===== src/hdl/alr_pkg.sv =====
`timescale 1ns / 1ps

package alr_pkg;

  localparam int FRAC_BITS = 8;
  localparam int COORD_W   = 18;
  localparam int PIX_W     = 12;
  localparam int COV_W     = 9;
  localparam int COLOR_W   = 16;
  localparam int SLOPE_W   = 10;
  localparam int YPOS_W    = 20;
  localparam int COL_W     = COORD_W - FRAC_BITS + 1;
  localparam int QUO_W     = FRAC_BITS + 1;
  localparam int CNT_W     = $clog2(QUO_W);
  localparam int OFF_W     = FRAC_BITS + 1;
  localparam int PROD_W    = SLOPE_W + OFF_W;

  localparam logic [COV_W-1:0]   ONE_UNIT  = COV_W'(1 << FRAC_BITS);
  localparam logic [COV_W-1:0]   HALF_UNIT = COV_W'(1 << (FRAC_BITS - 1));
  localparam logic [CNT_W-1:0]   DIV_LAST  = CNT_W'(QUO_W - 1);

  localparam logic FUNC_START = 1'b0;
  localparam logic FUNC_STEP  = 1'b1;

  typedef enum logic [2:0] {
    ST_IDLE,
    ST_DIV,
    ST_SLOPE,
    ST_MUL,
    ST_FIN,
    ST_OUT0,
    ST_OUT1
  } alr_state_e;

  typedef enum logic [1:0] {
    PH_IDLE,
    PH_FIRST,
    PH_SECOND,
    PH_COLS
  } alr_phase_e;

  typedef struct packed {
    logic load_line;
    logic div_step;
    logic load_slope;
    logic load_prod;
    logic load_ends;
    logic load_pair;
    logic sel_second;
  } alr_cmd_t;

  typedef struct packed {
    logic div_last;
    logic line_active;
  } alr_stat_t;

endpackage


===== src/hdl/alr_if.sv =====
`timescale 1ns / 1ps

interface alr_in_if;
  import alr_pkg::*;

  logic                 valid;
  logic                 ready;
  logic                 func;
  logic [COORD_W-1:0]   start_x;
  logic [COORD_W-1:0]   start_y;
  logic [COORD_W-1:0]   end_x;
  logic [COORD_W-1:0]   end_y;
  logic [COLOR_W-1:0]   line_color;

  modport source (output valid, func, start_x, start_y, end_x, end_y, line_color,
                  input ready);
  modport sink (input valid, func, start_x, start_y, end_x, end_y, line_color,
                output ready);
endinterface

interface alr_out_if;
  import alr_pkg::*;

  logic                     valid;
  logic                     ready;
  logic signed [PIX_W-1:0]  pixel_x;
  logic signed [PIX_W-1:0]  pixel_y;
  logic [COV_W-1:0]         coverage;
  logic [COLOR_W-1:0]       plot_color;
  logic                     pair_last;
  logic                     line_done;

  modport source (output valid, pixel_x, pixel_y, coverage, plot_color, pair_last,
                  line_done, input ready);
  modport sink (input valid, pixel_x, pixel_y, coverage, plot_color, pair_last,
                line_done, output ready);
endinterface


===== src/hdl/alr_ctrl.sv =====
`timescale 1ns / 1ps

module alr_ctrl (
  input  logic              clk_i,
  input  logic              rst_ni,
  input  logic              in_valid_i,
  input  logic              in_func_i,
  output logic              in_ready_o,
  output logic              out_valid_o,
  input  logic              out_ready_i,
  input  alr_pkg::alr_stat_t stat_i,
  output alr_pkg::alr_cmd_t  cmd_o
);
  import alr_pkg::*;

  alr_state_e state_q, state_d;
  logic       accept;

  assign accept = in_valid_i && in_ready_o;

  always_ff @(posedge clk_i or negedge rst_ni) begin
    if (!rst_ni) begin
      state_q <= ST_IDLE;
    end else begin
      state_q <= state_d;
    end
  end

  always_comb begin
    state_d = state_q;
    unique case (state_q)
      ST_IDLE: begin
        if (accept) begin
          if (in_func_i == FUNC_START) begin
            state_d = ST_DIV;
          end else if (stat_i.line_active) begin
            state_d = ST_OUT0;
          end
        end
      end
      ST_DIV: begin
        if (stat_i.div_last) begin
          state_d = ST_SLOPE;
        end
      end
      ST_SLOPE: state_d = ST_MUL;
      ST_MUL:   state_d = ST_FIN;
      ST_FIN:   state_d = ST_IDLE;
      ST_OUT0: begin
        if (out_ready_i) begin
          state_d = ST_OUT1;
        end
      end
      ST_OUT1: begin
        if (out_ready_i) begin
          state_d = ST_IDLE;
        end
      end
      default: state_d = ST_IDLE;
    endcase
  end

  always_comb begin
    cmd_o       = '0;
    in_ready_o  = 1'b0;
    out_valid_o = 1'b0;
    unique case (state_q)
      ST_IDLE: begin
        in_ready_o = 1'b1;
        cmd_o.load_line = accept && (in_func_i == FUNC_START);
        cmd_o.load_pair = accept && (in_func_i == FUNC_STEP) && stat_i.line_active;
      end
      ST_DIV:   cmd_o.div_step   = 1'b1;
      ST_SLOPE: cmd_o.load_slope = 1'b1;
      ST_MUL:   cmd_o.load_prod  = 1'b1;
      ST_FIN:   cmd_o.load_ends  = 1'b1;
      ST_OUT0:  out_valid_o      = 1'b1;
      ST_OUT1: begin
        out_valid_o      = 1'b1;
        cmd_o.sel_second = 1'b1;
      end
      default: begin
        cmd_o = '0;
      end
    endcase
  end

  a_no_overlap: assert property (@(posedge clk_i) disable iff (!rst_ni)
    !(out_valid_o && in_ready_o))
    else $error("input taken while a plot word is pending");

  a_pair_order: assert property (@(posedge clk_i) disable iff (!rst_ni)
    (state_q == ST_OUT0) && out_ready_i |=> (state_q == ST_OUT1))
    else $error("second plot of a pair did not follow the first");

  a_step_pair: assert property (@(posedge clk_i) disable iff (!rst_ni)
    cmd_o.load_pair |=> (state_q == ST_OUT0))
    else $error("pair loaded without being presented");

endmodule


===== src/hdl/alr_dp.sv =====
`timescale 1ns / 1ps

module alr_dp (
  input  logic                          clk_i,
  input  logic                          rst_ni,
  input  alr_pkg::alr_cmd_t             cmd_i,
  output alr_pkg::alr_stat_t            stat_o,
  input  logic [alr_pkg::COORD_W-1:0]   start_x_i,
  input  logic [alr_pkg::COORD_W-1:0]   start_y_i,
  input  logic [alr_pkg::COORD_W-1:0]   end_x_i,
  input  logic [alr_pkg::COORD_W-1:0]   end_y_i,
  input  logic [alr_pkg::COLOR_W-1:0]   line_color_i,
  output logic signed [alr_pkg::PIX_W-1:0] pixel_x_o,
  output logic signed [alr_pkg::PIX_W-1:0] pixel_y_o,
  output logic [alr_pkg::COV_W-1:0]     coverage_o,
  output logic [alr_pkg::COLOR_W-1:0]   plot_color_o,
  output logic                          pair_last_o,
  output logic                          line_done_o
);
  import alr_pkg::*;

  // Line setup: major/minor axis endpoints after the steep swap and ordering.
  logic signed [COORD_W:0] dx, dy, dmaj, dmin;
  logic [COORD_W-1:0]      adx, ady;
  logic                    steep_w, order_swap;
  logic [COORD_W-1:0]      a1, b1, a2, b2;

  logic [COORD_W-1:0] maj1_q, min1_q, maj2_q, min2_q;
  logic [COORD_W-1:0] den_q, rem_q, rem_d;
  logic [QUO_W-1:0]   quo_q;
  logic [CNT_W-1:0]   cnt_q;
  logic               neg_q, dz_q, steep_q;
  logic [COLOR_W-1:0] color_q;

  logic [COORD_W:0]   cand;
  logic               ge;

  logic signed [SLOPE_W-1:0] slope_q, slope_d;
  logic [COORD_W:0]          h1, h2;
  logic signed [OFF_W-1:0]   off1, off2;
  logic signed [PROD_W-1:0]  prod1_q, prod2_q, pr1, pr2;

  logic signed [YPOS_W-1:0] fey_q, sey_q, yint_q, fey_d, sey_d, slope_ext;
  logic [COV_W-1:0]         gap1_q, gap2_q;
  logic [COL_W-1:0]         column_q, last_q, col_next;
  alr_phase_e               phase_q;
  logic                     cols_done;

  logic signed [YPOS_W-1:0] y_sel;
  logic [COV_W-1:0]         gap_sel;
  logic [COL_W-1:0]         col_sel;
  logic                     done_sel;
  logic [FRAC_BITS-1:0]     f;
  logic signed [PIX_W-1:0]  row0, row1, col12;
  logic [COV_W-1:0]         w0;
  logic [2*COV_W-1:0]       m0, m1;

  logic signed [PIX_W-1:0]  p0_x_q, p0_y_q, p1_x_q, p1_y_q;
  logic [COV_W-1:0]         p0_cov_q, p1_cov_q;
  logic                     p1_done_q;

  always_comb begin
    dx      = $signed({1'b0, end_x_i}) - $signed({1'b0, start_x_i});
    dy      = $signed({1'b0, end_y_i}) - $signed({1'b0, start_y_i});
    adx     = dx[COORD_W] ? COORD_W'(-dx) : dx[COORD_W-1:0];
    ady     = dy[COORD_W] ? COORD_W'(-dy) : dy[COORD_W-1:0];
    steep_w = adx < ady;
    dmaj    = steep_w ? dy : dx;
    dmin    = steep_w ? dx : dy;
    a1      = steep_w ? start_y_i : start_x_i;
    b1      = steep_w ? start_x_i : start_y_i;
    a2      = steep_w ? end_y_i : end_x_i;
    b2      = steep_w ? end_x_i : end_y_i;
    order_swap = a2 < a1;
  end

  // Restoring divider for |dmin| * 256 / |dmaj|; the quotient never exceeds 256.
  always_comb begin
    cand  = (cnt_q == '0) ? {1'b0, rem_q} : {rem_q, 1'b0};
    ge    = cand >= {1'b0, den_q};
    rem_d = ge ? COORD_W'(cand - {1'b0, den_q}) : cand[COORD_W-1:0];
  end

  always_comb begin
    slope_d = dz_q ? '0 :
              (neg_q ? -$signed({1'b0, quo_q}) : $signed({1'b0, quo_q}));
  end

  always_comb begin
    h1   = {1'b0, maj1_q} + (COORD_W+1)'(HALF_UNIT);
    h2   = {1'b0, maj2_q} + (COORD_W+1)'(HALF_UNIT);
    off1 = $signed(HALF_UNIT - {1'b0, h1[FRAC_BITS-1:0]});
    off2 = $signed(HALF_UNIT - {1'b0, h2[FRAC_BITS-1:0]});
  end

  // Signed division by 256 truncating toward zero: bias negative products first.
  always_comb begin
    pr1       = prod1_q + $signed({{(PROD_W-FRAC_BITS){1'b0}}, {FRAC_BITS{prod1_q[PROD_W-1]}}});
    pr2       = prod2_q + $signed({{(PROD_W-FRAC_BITS){1'b0}}, {FRAC_BITS{prod2_q[PROD_W-1]}}});
    fey_d     = $signed({2'b00, min1_q})
              + $signed({{(YPOS_W-PROD_W+FRAC_BITS){pr1[PROD_W-1]}}, pr1[PROD_W-1:FRAC_BITS]});
    sey_d     = $signed({2'b00, min2_q})
              + $signed({{(YPOS_W-PROD_W+FRAC_BITS){pr2[PROD_W-1]}}, pr2[PROD_W-1:FRAC_BITS]});
    slope_ext = $signed({{(YPOS_W-SLOPE_W){slope_q[SLOPE_W-1]}}, slope_q});
  end

  always_comb begin
    col_next  = column_q + COL_W'(1);
    cols_done = col_next >= last_q;
    y_sel     = yint_q;
    gap_sel   = ONE_UNIT;
    col_sel   = column_q;
    done_sel  = cols_done;
    case (phase_q)
      PH_FIRST: begin
        y_sel    = fey_q;
        gap_sel  = gap1_q;
        done_sel = 1'b0;
      end
      PH_SECOND: begin
        y_sel   = sey_q;
        gap_sel = gap2_q;
        col_sel = last_q;
      end
      default: begin
        y_sel = yint_q;
      end
    endcase
    f     = y_sel[FRAC_BITS-1:0];
    row0  = y_sel[YPOS_W-1:FRAC_BITS];
    row1  = row0 + PIX_W'(1);
    col12 = $signed({{(PIX_W-COL_W){1'b0}}, col_sel});
    w0    = ONE_UNIT - {1'b0, f};
    m0    = {{COV_W{1'b0}}, w0} * {{COV_W{1'b0}}, gap_sel};
    m1    = {{(COV_W+1){1'b0}}, f} * {{COV_W{1'b0}}, gap_sel};
  end

  always_ff @(posedge clk_i or negedge rst_ni) begin
    if (!rst_ni) begin
      phase_q <= PH_IDLE;
      cnt_q   <= '0;
    end else begin
      if (cmd_i.load_line) begin
        cnt_q <= '0;
      end else if (cmd_i.div_step) begin
        cnt_q <= (cnt_q == DIV_LAST) ? '0 : cnt_q + CNT_W'(1);
      end
      if (cmd_i.load_ends) begin
        phase_q <= PH_FIRST;
      end else if (cmd_i.load_pair) begin
        case (phase_q)
          PH_FIRST:  phase_q <= PH_SECOND;
          PH_SECOND: phase_q <= cols_done ? PH_IDLE : PH_COLS;
          PH_COLS:   phase_q <= cols_done ? PH_IDLE : PH_COLS;
          default:   phase_q <= PH_IDLE;
        endcase
      end
    end
  end

  always_ff @(posedge clk_i) begin
    if (cmd_i.load_line) begin
      maj1_q  <= order_swap ? a2 : a1;
      min1_q  <= order_swap ? b2 : b1;
      maj2_q  <= order_swap ? a1 : a2;
      min2_q  <= order_swap ? b1 : b2;
      den_q   <= steep_w ? ady : adx;
      rem_q   <= steep_w ? adx : ady;
      neg_q   <= dmaj[COORD_W] ^ dmin[COORD_W];
      dz_q    <= (steep_w ? ady : adx) == '0;
      steep_q <= steep_w;
      color_q <= line_color_i;
    end
    if (cmd_i.div_step) begin
      rem_q <= rem_d;
      quo_q <= {quo_q[QUO_W-2:0], ge};
    end
    if (cmd_i.load_slope) begin
      slope_q <= slope_d;
    end
    if (cmd_i.load_prod) begin
      prod1_q <= slope_q * off1;
      prod2_q <= slope_q * off2;
    end
    if (cmd_i.load_ends) begin
      fey_q    <= fey_d;
      sey_q    <= sey_d;
      yint_q   <= fey_d + slope_ext;
      gap1_q   <= ONE_UNIT - {1'b0, h1[FRAC_BITS-1:0]};
      gap2_q   <= {1'b0, h2[FRAC_BITS-1:0]};
      column_q <= h1[COORD_W:FRAC_BITS];
      last_q   <= h2[COORD_W:FRAC_BITS];
    end
    if (cmd_i.load_pair) begin
      p0_x_q    <= steep_q ? row0 : col12;
      p0_y_q    <= steep_q ? col12 : row0;
      p1_x_q    <= steep_q ? row1 : col12;
      p1_y_q    <= steep_q ? col12 : row1;
      p0_cov_q  <= m0[FRAC_BITS+COV_W-1:FRAC_BITS];
      p1_cov_q  <= m1[FRAC_BITS+COV_W-1:FRAC_BITS];
      p1_done_q <= done_sel;
      if (phase_q != PH_FIRST) begin
        column_q <= col_next;
      end
      if (phase_q == PH_COLS) begin
        yint_q <= yint_q + slope_ext;
      end
    end
  end

  assign stat_o.div_last    = (cnt_q == DIV_LAST);
  assign stat_o.line_active = (phase_q != PH_IDLE);

  assign pixel_x_o    = cmd_i.sel_second ? p1_x_q : p0_x_q;
  assign pixel_y_o    = cmd_i.sel_second ? p1_y_q : p0_y_q;
  assign coverage_o   = cmd_i.sel_second ? p1_cov_q : p0_cov_q;
  assign plot_color_o = color_q;
  assign pair_last_o  = cmd_i.sel_second;
  assign line_done_o  = cmd_i.sel_second && p1_done_q;

  a_cnt_range: assert property (@(posedge clk_i) disable iff (!rst_ni)
    cnt_q <= DIV_LAST)
    else $error("divider step count out of range");

  a_phase_hold: assert property (@(posedge clk_i) disable iff (!rst_ni)
    !cmd_i.load_ends && !cmd_i.load_pair |=> $stable(phase_q))
    else $error("line phase moved without a start or step");

endmodule


===== src/hdl/antialiased_line_rasterizer.sv =====
`timescale 1ns / 1ps

// Wu anti-aliased line rasterizer on 10.8 fixed-point endpoints. A start word
// (func 0) latches a line and returns nothing; after acceptance it runs the
// restoring slope divider, which produces one quotient bit per cycle, then the
// slope, multiply and endpoint stages. Each step word (func 1) returns two plot
// words: the two pixels of the first endpoint, then of the second, then one pair
// per interior column, with line_done on the last. The pair leaves through two
// output registers, one word per cycle while the sink is ready, and no new word
// is accepted until both plot words have been taken. A step with no line in
// progress is taken and dropped.
module antialiased_line_rasterizer (
  input logic        clk_i,
  input logic        rst_ni,
  alr_in_if.sink     line_i,
  alr_out_if.source  plot_o
);
  import alr_pkg::*;

  alr_cmd_t  cmd;
  alr_stat_t stat;

  alr_ctrl u_ctrl (
    .clk_i       (clk_i),
    .rst_ni      (rst_ni),
    .in_valid_i  (line_i.valid),
    .in_func_i   (line_i.func),
    .in_ready_o  (line_i.ready),
    .out_valid_o (plot_o.valid),
    .out_ready_i (plot_o.ready),
    .stat_i      (stat),
    .cmd_o       (cmd)
  );

  alr_dp u_dp (
    .clk_i        (clk_i),
    .rst_ni       (rst_ni),
    .cmd_i        (cmd),
    .stat_o       (stat),
    .start_x_i    (line_i.start_x),
    .start_y_i    (line_i.start_y),
    .end_x_i      (line_i.end_x),
    .end_y_i      (line_i.end_y),
    .line_color_i (line_i.line_color),
    .pixel_x_o    (plot_o.pixel_x),
    .pixel_y_o    (plot_o.pixel_y),
    .coverage_o   (plot_o.coverage),
    .plot_color_o (plot_o.plot_color),
    .pair_last_o  (plot_o.pair_last),
    .line_done_o  (plot_o.line_done)
  );

endmodule

===== src/flat_wrapper.sv =====
// flat-port wrapper written by rule: the top's interface ports become plain ports
module antialiased_line_rasterizer_flat import alr_pkg::*;
  (clk_i, rst_ni, line_i_valid, line_i_func, line_i_start_x, line_i_start_y, line_i_end_x, line_i_end_y, line_i_line_color, line_i_ready, plot_o_valid, plot_o_pixel_x, plot_o_pixel_y, plot_o_coverage, plot_o_plot_color, plot_o_pair_last, plot_o_line_done, plot_o_ready);
  alr_in_if line_i_i ();
  alr_out_if plot_o_i ();
  input logic clk_i;
  input logic rst_ni;
  input wire logic [$bits(line_i_i.valid)-1:0] line_i_valid;
  input wire logic [$bits(line_i_i.func)-1:0] line_i_func;
  input wire logic [$bits(line_i_i.start_x)-1:0] line_i_start_x;
  input wire logic [$bits(line_i_i.start_y)-1:0] line_i_start_y;
  input wire logic [$bits(line_i_i.end_x)-1:0] line_i_end_x;
  input wire logic [$bits(line_i_i.end_y)-1:0] line_i_end_y;
  input wire logic [$bits(line_i_i.line_color)-1:0] line_i_line_color;
  output wire logic [$bits(line_i_i.ready)-1:0] line_i_ready;
  output wire logic [$bits(plot_o_i.valid)-1:0] plot_o_valid;
  output wire logic [$bits(plot_o_i.pixel_x)-1:0] plot_o_pixel_x;
  output wire logic [$bits(plot_o_i.pixel_y)-1:0] plot_o_pixel_y;
  output wire logic [$bits(plot_o_i.coverage)-1:0] plot_o_coverage;
  output wire logic [$bits(plot_o_i.plot_color)-1:0] plot_o_plot_color;
  output wire logic [$bits(plot_o_i.pair_last)-1:0] plot_o_pair_last;
  output wire logic [$bits(plot_o_i.line_done)-1:0] plot_o_line_done;
  input wire logic [$bits(plot_o_i.ready)-1:0] plot_o_ready;
  assign line_i_i.valid = line_i_valid;
  assign line_i_i.func = line_i_func;
  assign line_i_i.start_x = line_i_start_x;
  assign line_i_i.start_y = line_i_start_y;
  assign line_i_i.end_x = line_i_end_x;
  assign line_i_i.end_y = line_i_end_y;
  assign line_i_i.line_color = line_i_line_color;
  assign line_i_ready = line_i_i.ready;
  assign plot_o_valid = plot_o_i.valid;
  assign plot_o_pixel_x = plot_o_i.pixel_x;
  assign plot_o_pixel_y = plot_o_i.pixel_y;
  assign plot_o_coverage = plot_o_i.coverage;
  assign plot_o_plot_color = plot_o_i.plot_color;
  assign plot_o_pair_last = plot_o_i.pair_last;
  assign plot_o_line_done = plot_o_i.line_done;
  assign plot_o_i.ready = plot_o_ready;
  antialiased_line_rasterizer u_core (.clk_i(clk_i), .rst_ni(rst_ni), .line_i(line_i_i), .plot_o(plot_o_i));
endmodule

===== config.mk =====
export PLATFORM = sky130hd
export DESIGN_NAME = antialiased_line_rasterizer_flat
export DESIGN_NICKNAME = d
export VERILOG_FILES = /design/src/hdl/alr_pkg.sv /design/src/hdl/alr_if.sv /design/src/hdl/alr_ctrl.sv /design/src/hdl/alr_dp.sv /design/src/hdl/antialiased_line_rasterizer.sv /design/src/flat_wrapper.sv
export SDC_FILE = /design/constraint.sdc
export NUM_CORES = 2
export LEC_CHECK = 0
export BUFFER_PORTS_ARGS = -buffer_cell sky130_fd_sc_hd__buf_2
export CORE_ASPECT_RATIO = 2
export CORE_MARGIN = 1.5
export CORE_UTILIZATION = 60
export CTS_BUF_LIST = sky130_fd_sc_hd__clkbuf_4 sky130_fd_sc_hd__clkbuf_8
export CTS_CLUSTER_DIAMETER = 80
export DETAILED_ROUTE_END_ITERATION = 12
export GPL_ROUTABILITY_DRIVEN = 0
export MAX_ROUTING_LAYER = met4
export PLACE_DENSITY = 0.8
export SLEW_MARGIN = 5
export SYNTH_ARGS = -nofsm -noshare
export SYNTH_HDL_FRONTEND = slang
export SYNTH_SLANG_ARGS = --single-unit

===== constraint.sdc =====
create_clock -name clk_i -period 9.15 [get_ports clk_i]
set_input_delay 2.2875 -clock clk_i [delete_from_list [all_inputs] [get_ports clk_i]]
set_output_delay 2.2875 -clock clk_i [all_outputs]
set_load 0.02 [all_outputs]

# Word-level counts from Yosys, hierarchy flattened
# Cells that the tools add are included.
dict set report totals {
  in_bits 93
  out_inout_bits 53
  wordCells 157
  register_bits 359
}
dict set report op_classes {
  eq_ne 16
  mux 58
  reduce_logical 15
  n_lt_le_gt_ge 4
  addsub 21
  n_mul 4
  bitwise_logic 3
}
# op n
set ops {}
lappend ops {{$mux W18} 15}
lappend ops {{$mux W11} 8}
lappend ops {{$mux W20} 3}
lappend ops {{$mux W19} 3}
lappend ops {{$add A19 B11 Y20} 2}
lappend ops {{$add A20 B10 Y20} 2}
lappend ops {{$pmux W20 S2} 1}
lappend ops {{$add A18 B8 Y19 const B} 2}
lappend ops {{$add A19 B9 Y19} 2}
lappend ops {{$mul A10 B9 Y19} 2}
lappend ops {{$sub A18 B18 Y19} 2}
lappend ops {{$lt A18 B18 Y1} 2}
lappend ops {{$neg A18 Y18} 2}
lappend ops {{$mux W12} 2}
lappend ops {{$ge A19 B18 Y1} 1}
lappend ops {{$logic_not A18 Y1} 1}
lappend ops {{$mux W3} 6}
lappend ops {{$mux W9} 2}
lappend ops {{$pmux W3 S6} 1}
lappend ops {{$pmux W9 S2} 1}
lappend ops {{$sub A18 B18 Y18} 1}
lappend ops {{$sub A8 B8 Y9 const A} 2}
lappend ops {{$sub A9 B8 Y9 const A} 2}
lappend ops {{$mul A8 B9 Y17} 1}
lappend ops {{27 further kinds} 55}

# Longest topological paths before layout
dict set report logic_depth {
  ltp_word 8
  depth_mapped 37
}

# Cells and area by module
# From an unflattened synthesis, not the netlist that was laid out.
dict set report hier_totals {
  hier_cells 3952
  hier_area_um2 36881.6
}
# mod area_each_um2 cells_per_inst instances
set by_module_without_submodules {}
lappend by_module_without_submodules {alr_dp 36601.4 3919 1}
lappend by_module_without_submodules {alr_ctrl 280.3 33 1}

# Least setup slack after synthesis
# OpenSTA, ideal clock, no wires.
dict set report synth_path {
  kind {input -> register}
  startpoint {input port line_i_end_x[0]}
  endpoint {register u_core.u_dp.maj2_q[10], data pin}
  stages 35
  t_arrival_ns 9.794
  path_slack_ns -0.911
  t_required_ns 8.883
  path_cell_list {inv_1 > ha_1 > fa_1 > nand2b_1 > a211oi_2 > nor2_1 > a2bb2oi_1 > a41oi_1 > or4_4 > o31ai_1 > xor2_1 > inv_1 > ha_1 > o21a_1 > o21ai_0 > nand2b_1 > a21oi_1 > a311oi_1 > clkbuf_1 > clkbuf_1 > clkbuf_1 > mux2i_1 > ha_1 > a21o_1 > a21o_1 > a21o_1 > a21o_1 > a21o_1 > a21o_1 > a21oi_1 > o31ai_1 > a221oi_2 > clkbuf_1 > buf_1 > a21oi_1}
}
dict set report synth_between {
  elab_chain_cells 7
  elab_cells_between_ends 8
  cone_classes {2 x add/sub; 2 x order compare; 4 x mux}
}
# element line
set synth_lines {}
lappend synth_lines {{start: declaration} flat_wrapper.sv:12} ;# input wire logic [$bits(line_i_i.end_x)-1:0] line_i_end_x;
lappend synth_lines {{$sub A18 B18 Y19} alr_dp.sv:63} ;# dx = $signed({1'b0, end_x_i}) - $signed({1'b0, start_x_i});
lappend synth_lines {{$neg A18 Y18} alr_dp.sv:65} ;# adx = dx[COORD_W] ? COORD_W'(-dx) : dx[COORD_W-1:0];
lappend synth_lines {{$mux W18} alr_dp.sv:65}
lappend synth_lines {{$lt A18 B18 Y1} alr_dp.sv:67} ;# steep_w = adx < ady;
lappend synth_lines {{$mux W18 (on tied branches)} {alr_dp.sv:72, alr_dp.sv:70}}
lappend synth_lines {{$lt A18 B18 Y1} alr_dp.sv:74} ;# order_swap = a2 < a1;
lappend synth_lines {{$mux W18 *} alr_dp.sv:165} ;# maj2_q <= order_swap ? a1 : a2;
lappend synth_lines {{end signal: assignment} alr_dp.sv:165}
lappend synth_lines {{end: declaration} alr_dp.sv:28} ;# logic [COORD_W-1:0] maj1_q, min1_q, maj2_q, min2_q;
# Every way passes the cells marked *; elsewhere a longest branch is shown, timed or not.
# A chain may end at the register's enable or synchronous reset.

# Worst setup path in the final report
dict set report layout_path {
  startpoint {input port line_i_end_y[0]}
  endpoint {register u_core.u_dp.min2_q[3], data pin}
}
dict set report layout_between {
  elab_chain_cells 7
  elab_cells_between_ends 10
  cone_classes {2 x add/sub; 2 x order compare; 6 x mux}
}
# element line
set layout_lines {}
lappend layout_lines {{start: declaration} flat_wrapper.sv:13} ;# input wire logic [$bits(line_i_i.end_y)-1:0] line_i_end_y;
lappend layout_lines {{$sub A18 B18 Y19} alr_dp.sv:64} ;# dy = $signed({1'b0, end_y_i}) - $signed({1'b0, start_y_i});
lappend layout_lines {{$neg A18 Y18} alr_dp.sv:66} ;# ady = dy[COORD_W] ? COORD_W'(-dy) : dy[COORD_W-1:0];
lappend layout_lines {{$mux W18} alr_dp.sv:66}
lappend layout_lines {{$lt A18 B18 Y1} alr_dp.sv:67}
lappend layout_lines {{$mux W18 (on tied branches)} {alr_dp.sv:72, alr_dp.sv:70}}
lappend layout_lines {{$lt A18 B18 Y1} alr_dp.sv:74}
lappend layout_lines {{$mux W18 *} alr_dp.sv:166} ;# min2_q <= order_swap ? b1 : b2;
lappend layout_lines {{end signal: assignment} alr_dp.sv:166}
lappend layout_lines {{end: declaration} alr_dp.sv:28}
# Marked as above.

==> metrics.csv <==
metric;value;unit
outcome;complete, no violations;
relSlewSlack;23.5;%
hold_viol;0;
holdCritPathClass;reg -> reg;
synth_nets;4665;
rows;127;
fill_cells;4432;
root_buffer;clkbuf_8;
timing.rr.end;u_core.u_dp.p0_cov_q[8];
io_buffers;145;
wl_per_cell;20.1;um
cts_buffers;53;
cp_slowest_cell;or4_1;
grt_max_degree;84;
die_area;62000;um2
yosys_warnings;0;
syn2layout_area_growth;14.5;%
hp-start;u_core.u_dp.quo_q[1];
worstPathRequired;9550;ps
placed_area;40000;um2
cts_htree_levels;2;
wl;104000;um
reg2reg_from;u_core.u_dp.phase_q[1];
overflow;0;
grt_usage;34.8;%
ff2ff_path_depth;27;
grt_pass1_vias;32500;
netlist_instances;3971;
antenna_found_initial;3;
critPathLaunchType;input port;
nets;5047;
drv_cap;0;
drc;0;
post-synth-top-count-cell;nand2_1;
crit_path_max_fanout;13;
core-area;59900;um2
initialDrtViolationCount;2176;
worstSetupPathType;in -> reg;
drtPass1Iterations;6;
yosysUniqueCellTypes;87;
yosys_most_used_dff;edfxtp_1;
cts_tree;yes;
skew;42.4;ps
synth_common_cells;488 x nand2_1, 452 x inv_1, 351 x ha_1;
crit_start;line_i_end_y[0];
final_max_slew_viol_count;0;
cts_buffer_depth;3;
via_per_inst;6.05;
hpwl;82000;um
crit_top_cell;a21o_1;
period_minus_slack;8910;ps
ff2ff_setup_slack;1210;ps
path_clk_slew;80;ps
synth_edf_count;319;
cp.arrival;9310;ps
grt_pass1_wl;161000;um
synth_area_leaders;edfxtp_1 26%, fa_1 14%, ha_1 12%, nand2_1 5.0%, inv_1 4.7%;
drive_above_1_share;15.3;%
setup-violations-final;0;
yosysTopAreaCellShare;26.4;%
synth-seq-area-share;28.7;%
initial_core_util;60.6;%
clk_latency;680;ps
ant_nets;0;
die_h;351;um
cp-end-kind;register;
die_w;177;um
holdBufCountCts;0;
ys_seq_elements;359;
syn_area;36300;um2
io_pins;146;
worst_slew_pin_slew;1120;ps
design_area;41500;um2
synth.avg_cell_area;9.14;um2
critPathCapture;u_core.u_dp.min2_q[3];
vias;31300;
finalCritPeriodShare;97.4;%
async_flop_share;2.51;%
cp_slowest_stage_delay;520;ps
yosys.area.top_type;edfxtp_1;
fmax;0.112;GHz
clock_sinks;359;
==> cells in the final DEF (no fill, tap or decap), drive strengths merged, types with 31 or more instances in the layout <==
cell	netlist	final
nand2	488	488
inv	454	458
buf	14	456
ha	351	351
edfxtp	319	319
nor2	314	314
a21oi	309	309
fa	250	250
xnor2	165	165
and2	113	113
o21ai	101	101
xor2	95	95
nand3	70	70
clkbuf	118	70
nor3	63	63
mux2i	63	63
or2	50	50
a21o	45	45
o21a	41	41
nand2b	36	36
a211oi	34	34
or3	33	33
and3	32	32
dfxtp	31	31
nor2b	31	31
==> metrics by stage <==
step / worst slack (ps) / utilization, % / hold slack, ps / instances / TNS [ps]
final: 238 / 69.3 / 481 / 5176 / 0
after floorplan: 6.43 / - / 426 / 3971 / 0
after detailed placement: -446 / 66.8 / 479 / 5066 / -23230
after global routing: -45.5 / 69.3 / 500 / 5174 / -461
after CTS: 243 / 68.9 / 479 / 5166 / 0
after global placement: -271 / 66.8 / 469 / 5066 / -14400
==> per-layer routing <==
metal,global-route usage [%],vias to the layer above,share of wire [%],wire length (um)
met1,32.0,14900,32,33300
met5,-,-,0,0
met3,4.89,647,6.1,6380
met4,31.1,0,11,11100
li1,-,14400,-,-
met2,61.7,1378,51,53400
==> area by class of cell <==
class | count | area (um2) | area share (%)
timing repair buffer | 459 | 3220 | 7.76
clock inverter | 33 | 415 | 1.00
tap | 774 | 968 | 2.33
clock buffer | 67 | 835 | 2.01
antenna | 4 | 10.0 | 0.0241
multi-input combinational | 3024 | 23900 | 57.6
sequential | 359 | 10400 | 25.1
inverter | 456 | 1710 | 4.12
==> state kept, by name, indices dropped and copies added (netlist names), 12 cells and up <==
| name | count |
|---|---|
| u_core.u_dp.yint_q | 20 |
| u_core.u_dp.p1_x_q | 12 |
| u_core.u_dp.min2_q | 18 |
| u_core.u_dp.maj2_q | 18 |
| u_core.u_dp.maj1_q | 18 |
| u_core.u_dp.p0_x_q | 12 |
| u_core.u_dp.p0_y_q | 12 |
| u_core.u_dp.min1_q | 18 |
| u_core.u_dp.prod2_q | 19 |
| u_core.u_dp.p1_y_q | 12 |
| u_core.u_dp.den_q | 18 |
| u_core.u_dp.prod1_q | 19 |
| u_core.u_dp.plot_color_o | 16 |
| u_core.u_dp.fey_q | 20 |
| u_core.u_dp.sey_q | 20 |
| u_core.u_dp.rem_q | 18 |
==> how the worst min path moves through the flow <==
| stage | cells after the start | endpoint |
|---|---|---|
| finish | 0 | u_core.u_dp.quo_q[2] |
| global route | 0 | u_core.u_dp.quo_q[2] |
| CTS | 0 | u_core.u_dp.quo_q[2] |
| detailed placement | 0 | u_core.u_dp.quo_q[2] |
| global placement | 0 | u_core.u_dp.quo_q[2] |
| floorplan | 0 | u_core.u_dp.quo_q[1] |
==> logic make-up (layout without fill, tap and decap cells) <==
group / Yosys count / count (layout) / synth area share, %
other: 0 / 4 / 0
adder cells (fa/ha/maj): 601 / 601 / 25.9
buffers and inverters: 588 / 1015 / 6.11
AO/OA/AOI/OAI: 768 / 768 / 13.7
AND/OR/NAND/NOR: 1310 / 1310 / 16.8
flip-flops: 359 / 359 / 28.7
multiplexers: 85 / 85 / 2.42
XOR/XNOR: 260 / 260 / 6.28
==> worst max-delay path: cells and delay by family <==
family,cells,cell delay (ps)
compound gates,15,2310
xor+xnor,2,380
fa+ha+maj,4,1040
buf+inv,9,1470
mux,1,140
simple gates,6,1660
==> timing repair <==
| item | 4_1_cts | 5_1_grt |
|---|---|---|
| gates resized for setup | 0 | 30 |
| setup endpoints to repair | 0 | 72 |
| buffers inserted | 0 | 5 |
| endpoints found under the hold margin | 0 | 0 |
Power is left out: the tool's default activity adds up to more than one toggle a clock period on the data nets, which glitch-free logic cannot reach.
